## config.mk

```make
export PLATFORM = sky130hd
export DESIGN_NAME = tile_access_sequencer
export DESIGN_NICKNAME = d
export VERILOG_FILES = /design/src/hdl/tas_pkg.sv /design/src/hdl/tas_ctrl.sv /design/src/hdl/tas_dp.sv /design/src/hdl/tile_access_sequencer.sv
export SDC_FILE = /design/constraint.sdc
export NUM_CORES = 2
export LEC_CHECK = 0
export ABC_AREA = 0
export BUFFER_PORTS_ARGS = -buffer_cell sky130_fd_sc_hd__buf_2
export CAP_MARGIN = 25
export CORE_MARGIN = 10
export CORE_UTILIZATION = 47
export CTS_CLUSTER_SIZE = 25
export DETAILED_ROUTE_END_ITERATION = 8
export PLACE_DENSITY_LB_ADDON = 0.25
export SETUP_SLACK_MARGIN = 0.05
export SLEW_MARGIN = 20
export SYNTH_ARGS = -nofsm -noshare
export SYNTH_HDL_FRONTEND = slang
export SYNTH_HIERARCHICAL = 1
export SYNTH_SLANG_ARGS = --single-unit
```

## constraint.sdc

```tcl
create_clock -name clk -period 14.8 [get_ports clk]
set_input_delay 2.22 -clock clk [delete_from_list [all_inputs] [get_ports clk]]
set_output_delay 2.22 -clock clk [all_outputs]
set_load 0.01 [all_outputs]
```

## src/hdl/tas_pkg.sv

```systemverilog
package tas_pkg;

	// defaults for the top level parameters
	localparam int MAX_TILE_DIM_DEF = 4;
	localparam int TILE_REGS_DEF    = 3;
	localparam int ADDR_BITS_DEF    = 48;

	// fixed field widths of the item and result ports
	localparam int FIELD_ADDR_W = 48;
	localparam int FUNC_W       = 3;
	localparam int DIM_W        = 3;
	localparam int PITCH_W      = 16;
	localparam int BYTES_W      = 8;
	localparam int IDX_W        = 2;
	localparam int KIND_W       = 2;
	localparam int RSTEP_W      = PITCH_W + BYTES_W;
	localparam int NSLOT        = 3;

	typedef enum logic [FUNC_W-1:0] {
		FN_LOAD      = 3'd0,
		FN_STORE     = 3'd1,
		FN_MAC       = 3'd2,
		FN_GEN_START = 3'd3,
		FN_GEN_STOP  = 3'd4
	} func_t;

	typedef enum logic [KIND_W-1:0] {
		KIND_READ   = 2'd0,
		KIND_WRITE  = 2'd1,
		KIND_MAC    = 2'd2,
		KIND_RESEED = 2'd3
	} kind_t;

	// operand slots of the walk: A (or the load/store tile), B, C
	typedef enum logic [1:0] {
		SLOT_A = 2'd0,
		SLOT_B = 2'd1,
		SLOT_C = 2'd2
	} slot_t;

	typedef enum logic [2:0] {
		ST_IDLE,
		ST_FETCH_A,
		ST_FETCH_B,
		ST_FETCH_C,
		ST_INIT,
		ST_WALK
	} state_t;

	// commands from the controller to the datapath
	typedef struct packed {
		logic  accept;
		logic  desc_wr;
		logic  gen_set;
		logic  gen_clr;
		logic  reseed;
		logic  fetch;
		slot_t slot;
		logic  init;
		logic  step;
	} cmd_t;

	// status from the datapath to the controller
	typedef struct packed {
		logic load_hit;
		logic is_mac;
		logic empty;
		logic last_step;
	} stat_t;

endpackage

```

## src/hdl/tas_ctrl.sv

```systemverilog
module tas_ctrl (
	input  logic                         clk,
	input  logic                         arst_n,
	input  logic                         start,
	input  logic [tas_pkg::FUNC_W-1:0]   func,
	input  tas_pkg::stat_t               stat,
	output logic                         busy,
	output tas_pkg::cmd_t                cmd
);
	import tas_pkg::*;

	state_t state_q;
	state_t state_d;

	// state register
	always_ff @(posedge clk or negedge arst_n) begin
		if (!arst_n) begin
			state_q <= ST_IDLE;
		end else begin
			state_q <= state_d;
		end
	end

	// next state and commands
	always_comb begin
		state_d = state_q;
		cmd     = '0;
		busy    = (state_q != ST_IDLE);
		unique case (state_q)
			ST_IDLE: begin
				if (start) begin
					cmd.accept = 1'b1;
					unique case (func_t'(func))
						FN_LOAD: begin
							cmd.desc_wr = 1'b1;
							if (stat.load_hit) begin
								cmd.reseed = 1'b1;
							end else begin
								state_d = ST_FETCH_A;
							end
						end
						FN_STORE: begin
							cmd.desc_wr = 1'b1;
							state_d     = ST_FETCH_A;
						end
						FN_MAC:       state_d     = ST_FETCH_A;
						FN_GEN_START: cmd.gen_set = 1'b1;
						FN_GEN_STOP:  cmd.gen_clr = 1'b1;
						default: ;
					endcase
				end
			end
			ST_FETCH_A: begin
				cmd.fetch = 1'b1;
				cmd.slot  = SLOT_A;
				state_d   = stat.is_mac ? ST_FETCH_B : ST_INIT;
			end
			ST_FETCH_B: begin
				cmd.fetch = 1'b1;
				cmd.slot  = SLOT_B;
				state_d   = ST_FETCH_C;
			end
			ST_FETCH_C: begin
				cmd.fetch = 1'b1;
				cmd.slot  = SLOT_C;
				state_d   = ST_INIT;
			end
			ST_INIT: begin
				if (stat.empty) begin
					state_d = ST_IDLE;
				end else begin
					cmd.init = 1'b1;
					state_d  = ST_WALK;
				end
			end
			ST_WALK: begin
				cmd.step = 1'b1;
				if (stat.last_step) begin
					state_d = ST_IDLE;
				end
			end
			default: state_d = ST_IDLE;
		endcase
	end

endmodule

```

## src/hdl/tas_dp.sv

```systemverilog
module tas_dp #(
	parameter int MAX_TILE_DIM = tas_pkg::MAX_TILE_DIM_DEF,
	parameter int TILE_REGS    = tas_pkg::TILE_REGS_DEF,
	parameter int ADDR_BITS    = tas_pkg::ADDR_BITS_DEF
) (
	input  logic                             clk,
	input  logic                             arst_n,
	input  tas_pkg::cmd_t                    cmd,
	output tas_pkg::stat_t                   stat,
	input  logic [tas_pkg::FUNC_W-1:0]       func,
	input  logic [tas_pkg::FIELD_ADDR_W-1:0] tile_base,
	input  logic [tas_pkg::DIM_W-1:0]        tile_cols,
	input  logic [tas_pkg::DIM_W-1:0]        tile_rows,
	input  logic [tas_pkg::PITCH_W-1:0]      row_pitch,
	input  logic [tas_pkg::BYTES_W-1:0]      elem_bytes,
	input  logic [tas_pkg::IDX_W-1:0]        dest_tile,
	input  logic [tas_pkg::IDX_W-1:0]        src_a_tile,
	input  logic [tas_pkg::IDX_W-1:0]        src_b_tile,
	output logic                             strobe,
	output logic [tas_pkg::KIND_W-1:0]       kind,
	output logic [tas_pkg::FIELD_ADDR_W-1:0] main_addr,
	output logic [tas_pkg::FIELD_ADDR_W-1:0] b_addr,
	output logic                             b_from_generator,
	output logic                             c_valid,
	output logic [tas_pkg::FIELD_ADDR_W-1:0] c_addr,
	output logic                             last
);
	import tas_pkg::*;

	localparam int TIDX_W = (TILE_REGS > 1) ? $clog2(TILE_REGS) : 1;
	localparam int XIDX_W = TIDX_W + IDX_W;

	function automatic logic [DIM_W-1:0] sat_dim(input logic [DIM_W-1:0] v);
		return (v > DIM_W'(MAX_TILE_DIM)) ? DIM_W'(MAX_TILE_DIM) : v;
	endfunction

	function automatic logic [ADDR_BITS-1:0] bytes_ext(input logic [BYTES_W-1:0] b);
		return {{(ADDR_BITS-BYTES_W){1'b0}}, b};
	endfunction

	function automatic logic [FIELD_ADDR_W-1:0] to_field(input logic [ADDR_BITS-1:0] a);
		logic [ADDR_BITS+FIELD_ADDR_W-1:0] wide;
		wide = {{FIELD_ADDR_W{1'b0}}, a};
		return wide[FIELD_ADDR_W-1:0];
	endfunction

	// incoming base wrapped to the address width
	logic [ADDR_BITS+FIELD_ADDR_W-1:0] base_wide;
	logic [ADDR_BITS-1:0]              in_base;
	logic [ADDR_BITS-1:0]              gen_addr_q;
	logic                              in_hit;

	assign base_wide = {{ADDR_BITS{1'b0}}, tile_base};
	assign in_base   = base_wide[ADDR_BITS-1:0];
	assign in_hit    = (in_base != '0) && (in_base == gen_addr_q);

	// generator address, zero means off
	always_ff @(posedge clk or negedge arst_n) begin
		if (!arst_n) begin
			gen_addr_q <= '0;
		end else if (cmd.gen_set) begin
			gen_addr_q <= in_base;
		end else if (cmd.gen_clr) begin
			gen_addr_q <= '0;
		end
	end

	// descriptor write index
	logic [XIDX_W-1:0] dst_wide;
	logic              dst_ok;
	logic [TIDX_W-1:0] dst_i;

	assign dst_wide = {{TIDX_W{1'b0}}, dest_tile};
	assign dst_ok   = dst_wide < XIDX_W'(TILE_REGS);
	assign dst_i    = dst_wide[TIDX_W-1:0];

	// tile descriptors
	logic [ADDR_BITS-1:0]       desc_base_q  [TILE_REGS];
	logic [2*DIM_W-1:0]         desc_shape_q [TILE_REGS];
	logic [RSTEP_W-1:0]         desc_pitch_q [TILE_REGS];

	always_ff @(posedge clk or negedge arst_n) begin
		if (!arst_n) begin
			for (int k = 0; k < TILE_REGS; k++) begin
				desc_base_q[k]  <= '0;
				desc_shape_q[k] <= '0;
				desc_pitch_q[k] <= '0;
			end
		end else if (cmd.desc_wr && dst_ok) begin
			desc_base_q[dst_i]  <= in_base;
			desc_shape_q[dst_i] <= {sat_dim(tile_rows), sat_dim(tile_cols)};
			desc_pitch_q[dst_i] <= {elem_bytes, row_pitch};
		end
	end

	// captured item
	logic [ADDR_BITS-1:0] cap_base_q;
	logic [DIM_W-1:0]     cap_cols_q;
	logic [DIM_W-1:0]     cap_rows_q;
	logic [PITCH_W-1:0]   cap_pitch_q;
	logic [BYTES_W-1:0]   cap_bytes_q;
	logic [IDX_W-1:0]     idx_a_q;
	logic [IDX_W-1:0]     idx_b_q;
	logic [IDX_W-1:0]     idx_c_q;
	logic                 is_mac_q;
	logic                 is_store_q;

	always_ff @(posedge clk) begin
		if (cmd.accept) begin
			cap_base_q  <= in_base;
			cap_cols_q  <= sat_dim(tile_cols);
			cap_rows_q  <= sat_dim(tile_rows);
			cap_pitch_q <= row_pitch;
			cap_bytes_q <= elem_bytes;
			idx_a_q     <= src_a_tile;
			idx_b_q     <= src_b_tile;
			idx_c_q     <= dest_tile;
			is_mac_q    <= (func == FN_MAC);
			is_store_q  <= (func == FN_STORE);
		end
	end

	// descriptor read for the slot being fetched
	logic [IDX_W-1:0]     rd_sel;
	logic [XIDX_W-1:0]    rd_wide;
	logic                 rd_ok;
	logic [TIDX_W-1:0]    rd_i;
	logic [ADDR_BITS-1:0] f_base;
	logic [DIM_W-1:0]     f_cols;
	logic [DIM_W-1:0]     f_rows;
	logic [PITCH_W-1:0]   f_pitch;
	logic [BYTES_W-1:0]   f_bytes;
	logic [RSTEP_W-1:0]   f_prod;
	logic [ADDR_BITS+RSTEP_W-1:0] f_prod_wide;

	always_comb begin
		case (cmd.slot)
			SLOT_A:  rd_sel = idx_a_q;
			SLOT_B:  rd_sel = idx_b_q;
			default: rd_sel = idx_c_q;
		endcase
	end

	assign rd_wide = {{TIDX_W{1'b0}}, rd_sel};
	assign rd_ok   = rd_wide < XIDX_W'(TILE_REGS);
	assign rd_i    = rd_wide[TIDX_W-1:0];

	always_comb begin
		if (cmd.slot == SLOT_A && !is_mac_q) begin
			f_base  = cap_base_q;
			f_cols  = cap_cols_q;
			f_rows  = cap_rows_q;
			f_pitch = cap_pitch_q;
			f_bytes = cap_bytes_q;
		end else if (rd_ok) begin
			f_base  = desc_base_q[rd_i];
			f_cols  = desc_shape_q[rd_i][DIM_W-1:0];
			f_rows  = desc_shape_q[rd_i][2*DIM_W-1:DIM_W];
			f_pitch = desc_pitch_q[rd_i][PITCH_W-1:0];
			f_bytes = desc_pitch_q[rd_i][RSTEP_W-1:PITCH_W];
		end else begin
			f_base  = '0;
			f_cols  = '0;
			f_rows  = '0;
			f_pitch = '0;
			f_bytes = '0;
		end
	end

	// row step in bytes
	assign f_prod      = {{BYTES_W{1'b0}}, f_pitch} * {{PITCH_W{1'b0}}, f_bytes};
	assign f_prod_wide = {{ADDR_BITS{1'b0}}, f_prod};

	// operand slots
	logic [ADDR_BITS-1:0] slot_base_q  [NSLOT];
	logic [DIM_W-1:0]     slot_cols_q  [NSLOT];
	logic [DIM_W-1:0]     slot_rows_q  [NSLOT];
	logic [BYTES_W-1:0]   slot_bytes_q [NSLOT];
	logic [ADDR_BITS-1:0] slot_rstep_q [NSLOT];

	always_ff @(posedge clk) begin
		if (cmd.fetch) begin
			slot_base_q[cmd.slot]  <= f_base;
			slot_cols_q[cmd.slot]  <= f_cols;
			slot_rows_q[cmd.slot]  <= f_rows;
			slot_bytes_q[cmd.slot] <= f_bytes;
			slot_rstep_q[cmd.slot] <= f_prod_wide[ADDR_BITS-1:0];
		end
	end

	// loop bounds: rows of A, columns of B (one for load/store), columns of A
	logic [DIM_W-1:0] i_q;
	logic [DIM_W-1:0] j_q;
	logic [DIM_W-1:0] t_q;
	logic [DIM_W-1:0] n_i;
	logic [DIM_W-1:0] n_j;
	logic [DIM_W-1:0] n_t;
	logic             i_end;
	logic             j_end;
	logic             t_end;

	assign n_i   = slot_rows_q[SLOT_A];
	assign n_t   = slot_cols_q[SLOT_A];
	assign n_j   = is_mac_q ? slot_cols_q[SLOT_B] : DIM_W'(1);
	assign i_end = (DIM_W'(i_q + 1'b1) == n_i);
	assign j_end = (DIM_W'(j_q + 1'b1) == n_j);
	assign t_end = (DIM_W'(t_q + 1'b1) == n_t);

	assign stat.load_hit  = in_hit;
	assign stat.is_mac    = is_mac_q;
	assign stat.empty     = (n_i == '0) || (n_j == '0) || (n_t == '0);
	assign stat.last_step = i_end && j_end && t_end;

	// loop counters, inner index fastest
	always_ff @(posedge clk or negedge arst_n) begin
		if (!arst_n) begin
			i_q <= '0;
			j_q <= '0;
			t_q <= '0;
		end else if (cmd.init) begin
			i_q <= '0;
			j_q <= '0;
			t_q <= '0;
		end else if (cmd.step) begin
			if (!t_end) begin
				t_q <= DIM_W'(t_q + 1'b1);
			end else begin
				t_q <= '0;
				if (!j_end) begin
					j_q <= DIM_W'(j_q + 1'b1);
				end else begin
					j_q <= '0;
					i_q <= DIM_W'(i_q + 1'b1);
				end
			end
		end
	end

	// address pointers, stepped by adds only
	logic [ADDR_BITS-1:0] a_row_q;
	logic [ADDR_BITS-1:0] a_ptr_q;
	logic [ADDR_BITS-1:0] b_col_q;
	logic [ADDR_BITS-1:0] b_ptr_q;
	logic [ADDR_BITS-1:0] c_row_q;
	logic [ADDR_BITS-1:0] c_ptr_q;
	logic [ADDR_BITS-1:0] a_row_nx;
	logic [ADDR_BITS-1:0] b_col_nx;
	logic [ADDR_BITS-1:0] c_row_nx;
	logic                 use_gen_q;

	assign a_row_nx = a_row_q + slot_rstep_q[SLOT_A];
	assign b_col_nx = b_col_q + bytes_ext(slot_bytes_q[SLOT_B]);
	assign c_row_nx = c_row_q + slot_rstep_q[SLOT_C];

	always_ff @(posedge clk) begin
		if (cmd.init) begin
			a_row_q   <= slot_base_q[SLOT_A];
			a_ptr_q   <= slot_base_q[SLOT_A];
			b_col_q   <= slot_base_q[SLOT_B];
			b_ptr_q   <= slot_base_q[SLOT_B];
			c_row_q   <= slot_base_q[SLOT_C];
			c_ptr_q   <= slot_base_q[SLOT_C];
			use_gen_q <= (slot_base_q[SLOT_B] != '0) && (slot_base_q[SLOT_B] == gen_addr_q);
		end else if (cmd.step) begin
			if (!t_end) begin
				a_ptr_q <= a_ptr_q + bytes_ext(slot_bytes_q[SLOT_A]);
				b_ptr_q <= b_ptr_q + slot_rstep_q[SLOT_B];
			end else if (!j_end) begin
				a_ptr_q <= a_row_q;
				b_col_q <= b_col_nx;
				b_ptr_q <= b_col_nx;
				c_ptr_q <= c_ptr_q + bytes_ext(slot_bytes_q[SLOT_C]);
			end else begin
				a_row_q <= a_row_nx;
				a_ptr_q <= a_row_nx;
				b_col_q <= slot_base_q[SLOT_B];
				b_ptr_q <= slot_base_q[SLOT_B];
				c_row_q <= c_row_nx;
				c_ptr_q <= c_row_nx;
			end
		end
	end

	// result register
	logic                    strobe_q;
	kind_t                   kind_q;
	logic [FIELD_ADDR_W-1:0] main_q;
	logic [FIELD_ADDR_W-1:0] b_q;
	logic                    bgen_q;
	logic                    cv_q;
	logic [FIELD_ADDR_W-1:0] c_q;
	logic                    last_q;

	always_ff @(posedge clk or negedge arst_n) begin
		if (!arst_n) begin
			strobe_q <= 1'b0;
		end else begin
			strobe_q <= cmd.step | cmd.reseed;
		end
	end

	always_ff @(posedge clk) begin
		if (cmd.reseed) begin
			kind_q <= KIND_RESEED;
			main_q <= to_field(in_base);
			b_q    <= '0;
			bgen_q <= 1'b0;
			cv_q   <= 1'b0;
			c_q    <= '0;
			last_q <= 1'b1;
		end else if (cmd.step) begin
			if (is_mac_q) begin
				kind_q <= KIND_MAC;
			end else if (is_store_q) begin
				kind_q <= KIND_WRITE;
			end else begin
				kind_q <= KIND_READ;
			end
			main_q <= to_field(a_ptr_q);
			b_q    <= (is_mac_q && !use_gen_q) ? to_field(b_ptr_q) : '0;
			bgen_q <= is_mac_q && use_gen_q;
			cv_q   <= is_mac_q && t_end;
			c_q    <= (is_mac_q && t_end) ? to_field(c_ptr_q) : '0;
			last_q <= stat.last_step;
		end
	end

	assign strobe           = strobe_q;
	assign kind             = kind_q;
	assign main_addr        = main_q;
	assign b_addr           = b_q;
	assign b_from_generator = bgen_q;
	assign c_valid          = cv_q;
	assign c_addr           = c_q;
	assign last             = last_q;

endmodule

```

## src/hdl/tile_access_sequencer.sv

```systemverilog
// A reseeding load gives its one result from the idle state. A load/store item passes
// FETCH_A and INIT, a multiply item FETCH_A to FETCH_C and INIT; then the walk gives one
// result per cycle, no gaps, through the result register: rows*cols results for load/store
// (at most 16), at most 64 for multiply. Generator start/stop and reseeds leave busy low.
// Reset: arst_n clears descriptors, generator address, controller and strobe at once.
// The receiver cannot stall: each result is on the ports for exactly one cycle.
module tile_access_sequencer #(
	parameter int MAX_TILE_DIM = tas_pkg::MAX_TILE_DIM_DEF,
	parameter int TILE_REGS    = tas_pkg::TILE_REGS_DEF,
	parameter int ADDR_BITS    = tas_pkg::ADDR_BITS_DEF
) (
	input  logic                             clk,
	input  logic                             arst_n,
	input  logic                             start,
	output logic                             busy,
	input  logic [tas_pkg::FUNC_W-1:0]       func,
	input  logic [tas_pkg::FIELD_ADDR_W-1:0] tile_base,
	input  logic [tas_pkg::DIM_W-1:0]        tile_cols,
	input  logic [tas_pkg::DIM_W-1:0]        tile_rows,
	input  logic [tas_pkg::PITCH_W-1:0]      row_pitch,
	input  logic [tas_pkg::BYTES_W-1:0]      elem_bytes,
	input  logic [tas_pkg::IDX_W-1:0]        dest_tile,
	input  logic [tas_pkg::IDX_W-1:0]        src_a_tile,
	input  logic [tas_pkg::IDX_W-1:0]        src_b_tile,
	output logic                             strobe,
	output logic [tas_pkg::KIND_W-1:0]       kind,
	output logic [tas_pkg::FIELD_ADDR_W-1:0] main_addr,
	output logic [tas_pkg::FIELD_ADDR_W-1:0] b_addr,
	output logic                             b_from_generator,
	output logic                             c_valid,
	output logic [tas_pkg::FIELD_ADDR_W-1:0] c_addr,
	output logic                             last
);
	import tas_pkg::*;

	cmd_t  cmd;
	stat_t stat;

	// instruction sequencing
	tas_ctrl u_ctrl (
		.clk    (clk),
		.arst_n (arst_n),
		.start  (start),
		.func   (func),
		.stat   (stat),
		.busy   (busy),
		.cmd    (cmd)
	);

	// descriptors, address walk and result register
	tas_dp #(
		.MAX_TILE_DIM (MAX_TILE_DIM),
		.TILE_REGS    (TILE_REGS),
		.ADDR_BITS    (ADDR_BITS)
	) u_dp (
		.clk              (clk),
		.arst_n           (arst_n),
		.cmd              (cmd),
		.stat             (stat),
		.func             (func),
		.tile_base        (tile_base),
		.tile_cols        (tile_cols),
		.tile_rows        (tile_rows),
		.row_pitch        (row_pitch),
		.elem_bytes       (elem_bytes),
		.dest_tile        (dest_tile),
		.src_a_tile       (src_a_tile),
		.src_b_tile       (src_b_tile),
		.strobe           (strobe),
		.kind             (kind),
		.main_addr        (main_addr),
		.b_addr           (b_addr),
		.b_from_generator (b_from_generator),
		.c_valid          (c_valid),
		.c_addr           (c_addr),
		.last             (last)
	);

	// a walk emits its results on consecutive cycles
	a_walk_contiguous: assert property (@(posedge clk) disable iff (!arst_n)
		strobe && !last |=> strobe)
		else $error("gap inside an access walk");

	// only multiply steps close an output element
	a_close_is_mac: assert property (@(posedge clk) disable iff (!arst_n)
		strobe && c_valid |-> kind == KIND_MAC)
		else $error("c_valid on a non-multiply result");

	// the final multiply step always closes an output element
	a_mac_last_closes: assert property (@(posedge clk) disable iff (!arst_n)
		strobe && last && kind == KIND_MAC |-> c_valid)
		else $error("multiply ended without closing an element");

	// a reseed is a single result item
	a_reseed_single: assert property (@(posedge clk) disable iff (!arst_n)
		strobe && kind == KIND_RESEED |-> last)
		else $error("reseed not marked last");

endmodule

```

==> summary.md <==
| Metric | Value |
|---|---|
| Cell count after synthesis | 5123 |
| Number of synthesized flops with an enable pin | around 670 |
| Num CTS Buffers | 114 |
| Pre-Repair DR Iteration Count | 6 |
| Initial core utilization | between 40% and 50% |
| Yosys top cell area share | 36.3% |
| Core Box Area | 118000 sq um |
| Cell Area, Synth | 55600 sq um |
| Met3 routed WL | 18.0 mm |
| Register area share after synthesis | 53.2% |
| Synth Warn # | 6 |
| Final WL | between 150 and 200 mm |
| Root Buffer | clkbuf_16 |
| Crit end category | flip-flop |
| Layout fillers | 10.2k |
| Die area | 133000 sq um |
| Routed metal-1 wirelength | 76.8 mm |
| Top cells by area, synth | edfxtp_1, dfrtp_1, nand2_1, mux2_2, dfxtp_1 |
| Max-cap violations | 0 |
| Tmin final | 8630 ps |
| Clock buffer depth | 3 |
| HPWL after DPL | 122 mm |
| Final hold violation count | 0 |
| Initial antenna violation count | 11 |
| Crit path max fanout | between 70 and 80 |
| Resize count post-CTS | 0 |
| H-tree depth | 3 |
| Vias in the first global route | slightly below 40k |
| Final period util | 58.3% |
| Share of cells above drive strength 1 | 15.3% |
| Slew Limit Fails | 0 |
| Setup Fix Bufs, Post-CTS | 0 |
| #FFs+latches synth | between 1k and 1.5k |
| Routed met2 length | 73.9 mm |
| 1st-iter DRT viols | 5004 |
| Post-synth top area cell | edfxtp_1 |
| Worst Tran Pin Value | 1120 ps |
| Post-route ant nets | 0 |
| Hold buffers post-CTS | 0 |
| Synthesized area per cell | 10.9 sq um |
| Hold slack | 452 ps |
| Die Y | 364 um |
| Routed vias/inst | roughly 6.0 |
| Clk sinks | 1068 |
| Worst hold path type | flip-flop to flip-flop |
| Pin count of the biggest net entering global routing | ~120 |
| RSZ-0062 raised after global routing | no |
| Slew margin rel. | about a quarter |
| Routed length per instance | 24.9 um |
| Cell with the most instances after synthesis | nand2_1 |
| Main flop type after synthesis | edfxtp_1 |
| Cell repeated most along the worst path | fa_1 |
| Setup Crit Path Kind | flip-flop to flip-flop |
| Most common library cells after synthesis | nand2_1, edfxtp_1, a21oi_1 |
| Gpl congestion | 0.922 |
| Startpoint Class | flip-flop |
| Total gr overflow | 0 |
| Async S/R FF share, synth | between 20% and 30% |
| Row Count | 126 |
| DRC Markers | 0 |
| Clock transition at path regs | 60 ps |
| Vias post-DR | 41.3k |
| Top layer in use | met5 |
| Crit-path max cell delay | 700 ps |
| Final Net Count | 5624 |
| First-pass GRT wire length | 255 mm |
| Required time of the critical path | between 15000 and 20000 ps |
| Net Count, Synth | 5446 |
| # setup viols final | 0 |
| Area Overhead vs Synth | 12.2% |
| TritonCTS clock tree | built |
| TNS Setup | 0 ps |
| Critical Path AT | 9120 ps |
| Slowest-stage cell, CP | buf_4 |
| Number of port buffers | 240 |
| GRT Util Overall | between 20 and 30% |
| Synth cell types | roughly 110 |
| Clock latency on the worst-skew pair | about 740 ps |
| Status | finished, final reports clean |
| Fin Clk Skew | ~42 ps |
| DIE WIDTH | 364 um |
| IO Pins | roughly 240 |
| Fmax | 116 MHz |
## cells in the final DEF, fill, tap and decap left out, types with 143 or more instances in the layout
master	n
nor2_1	346
o21ai_0	233
xor2_1	223
ha_1	143
buf_2	239
xnor2_1	156
edfxtp_1	672
nand2_1	784
inv_1	185
dfrtp_1	295
a21oi_1	390
mux2_2	224
## flip-flops by register name (all words and copies together), names as in the netlist, 6 cells and up
name,count
u_dp/desc_pitch_q,72
u_dp/desc_shape_q,18
u_dp/cap_bytes_q,8
u_dp/b_col_q,48
u_dp/c_ptr_q,48
u_dp/a_ptr_q,48
u_dp/slot_base_q,144
u_dp/desc_base_q,144
u_dp/gen_addr_q,48
u_dp/c_row_q,48
u_dp/slot_bytes_q,24
u_dp/b_addr,48
u_dp/cap_pitch_q,16
u_dp/c_addr,48
u_dp/slot_cols_q,6
u_dp/cap_base_q,48
u_dp/b_ptr_q,48
u_dp/slot_rstep_q,72
u_dp/main_addr,48
u_dp/a_row_q,48
## final timing paths
kind                            cells past startpoint                        to         startpoint  slack (ps)
worst min-delay path                                1              u_dp/c_valid       u_dp/c_valid         450
worst min register to register                      1              u_dp/c_valid       u_dp/c_valid         450
worst max register to register                     25  u_dp/slot_rstep_q[2][20]  u_ctrl/state_q[0]        6170
max in group asynchronous                           3      u_dp/desc_base_q[35]             arst_n       10900
worst max-delay path                               25  u_dp/slot_rstep_q[2][20]  u_ctrl/state_q[0]        6170
min in group asynchronous                           1     u_dp/desc_pitch_q[25]             arst_n        1580
## area by class of cell
cell class / instances / area [sq um] / area share (%)
flip-flops and latches: 1068 / 29600 / 47.4
clock buffers: 135 / 3050 / 4.88
well taps: 1536 / 1920 / 3.08
diodes: 5 / 12.5 / 0.0200
inverters: 189 / 717 / 1.15
clock inverters: 80 / 941 / 1.51
repair buffers: 307 / 1730 / 2.78
multi-input cells: 3621 / 24500 / 39.2
## layer usage
metal / track usage (%) / vias up
met5: 0 / -
met4: 6.78 / 4
met3: 5.26 / 234
met2: 37.0 / 1998
met1: 37.7 / 20409
li1: - / 18704
## logic make-up after synthesis
kind of cell               Yosys count  share of synthesized area, %
DFF                               1068                          53.2
and+or+nand+nor                   1685                          13.9
muxes                              257                          5.15
xor gates and xnor gates           380                          6.00
adders and majority gates          233                          6.45
buffers and inverters              434                          3.04
AOI/OAI and AO/OA                 1066                          12.3
## per-stage QoR
stage	std cells	setup WS, ps	util (%)	area, sq um
6_report	6941	6170	53.0	62400
5_1_grt	6938	5570	53.0	62400
4_1_cts	6933	6150	53.0	62400
3_5_place_dp	6718	6200	49.6	58400
3_3_place_gp	6717	6450	49.6	58400
2_1_floorplan	5123	691	-	55600
## critical path: cells and delay by family, from the launching register on
kind / cells / cell delay, ps
adder cells (fa/ha/maj): 5 / 2330
AO/OA/AOI/OAI: 6 / 1460
buffers and inverters: 4 / 1030
flip-flops: 1 / 490
multiplexers: 1 / 410
XOR/XNOR: 1 / 290
AND/OR/NAND/NOR: 8 / 2340
Power is left out: the tool's default activity adds up to more than one toggle a clock period on the data nets, which glitch-free logic cannot reach.
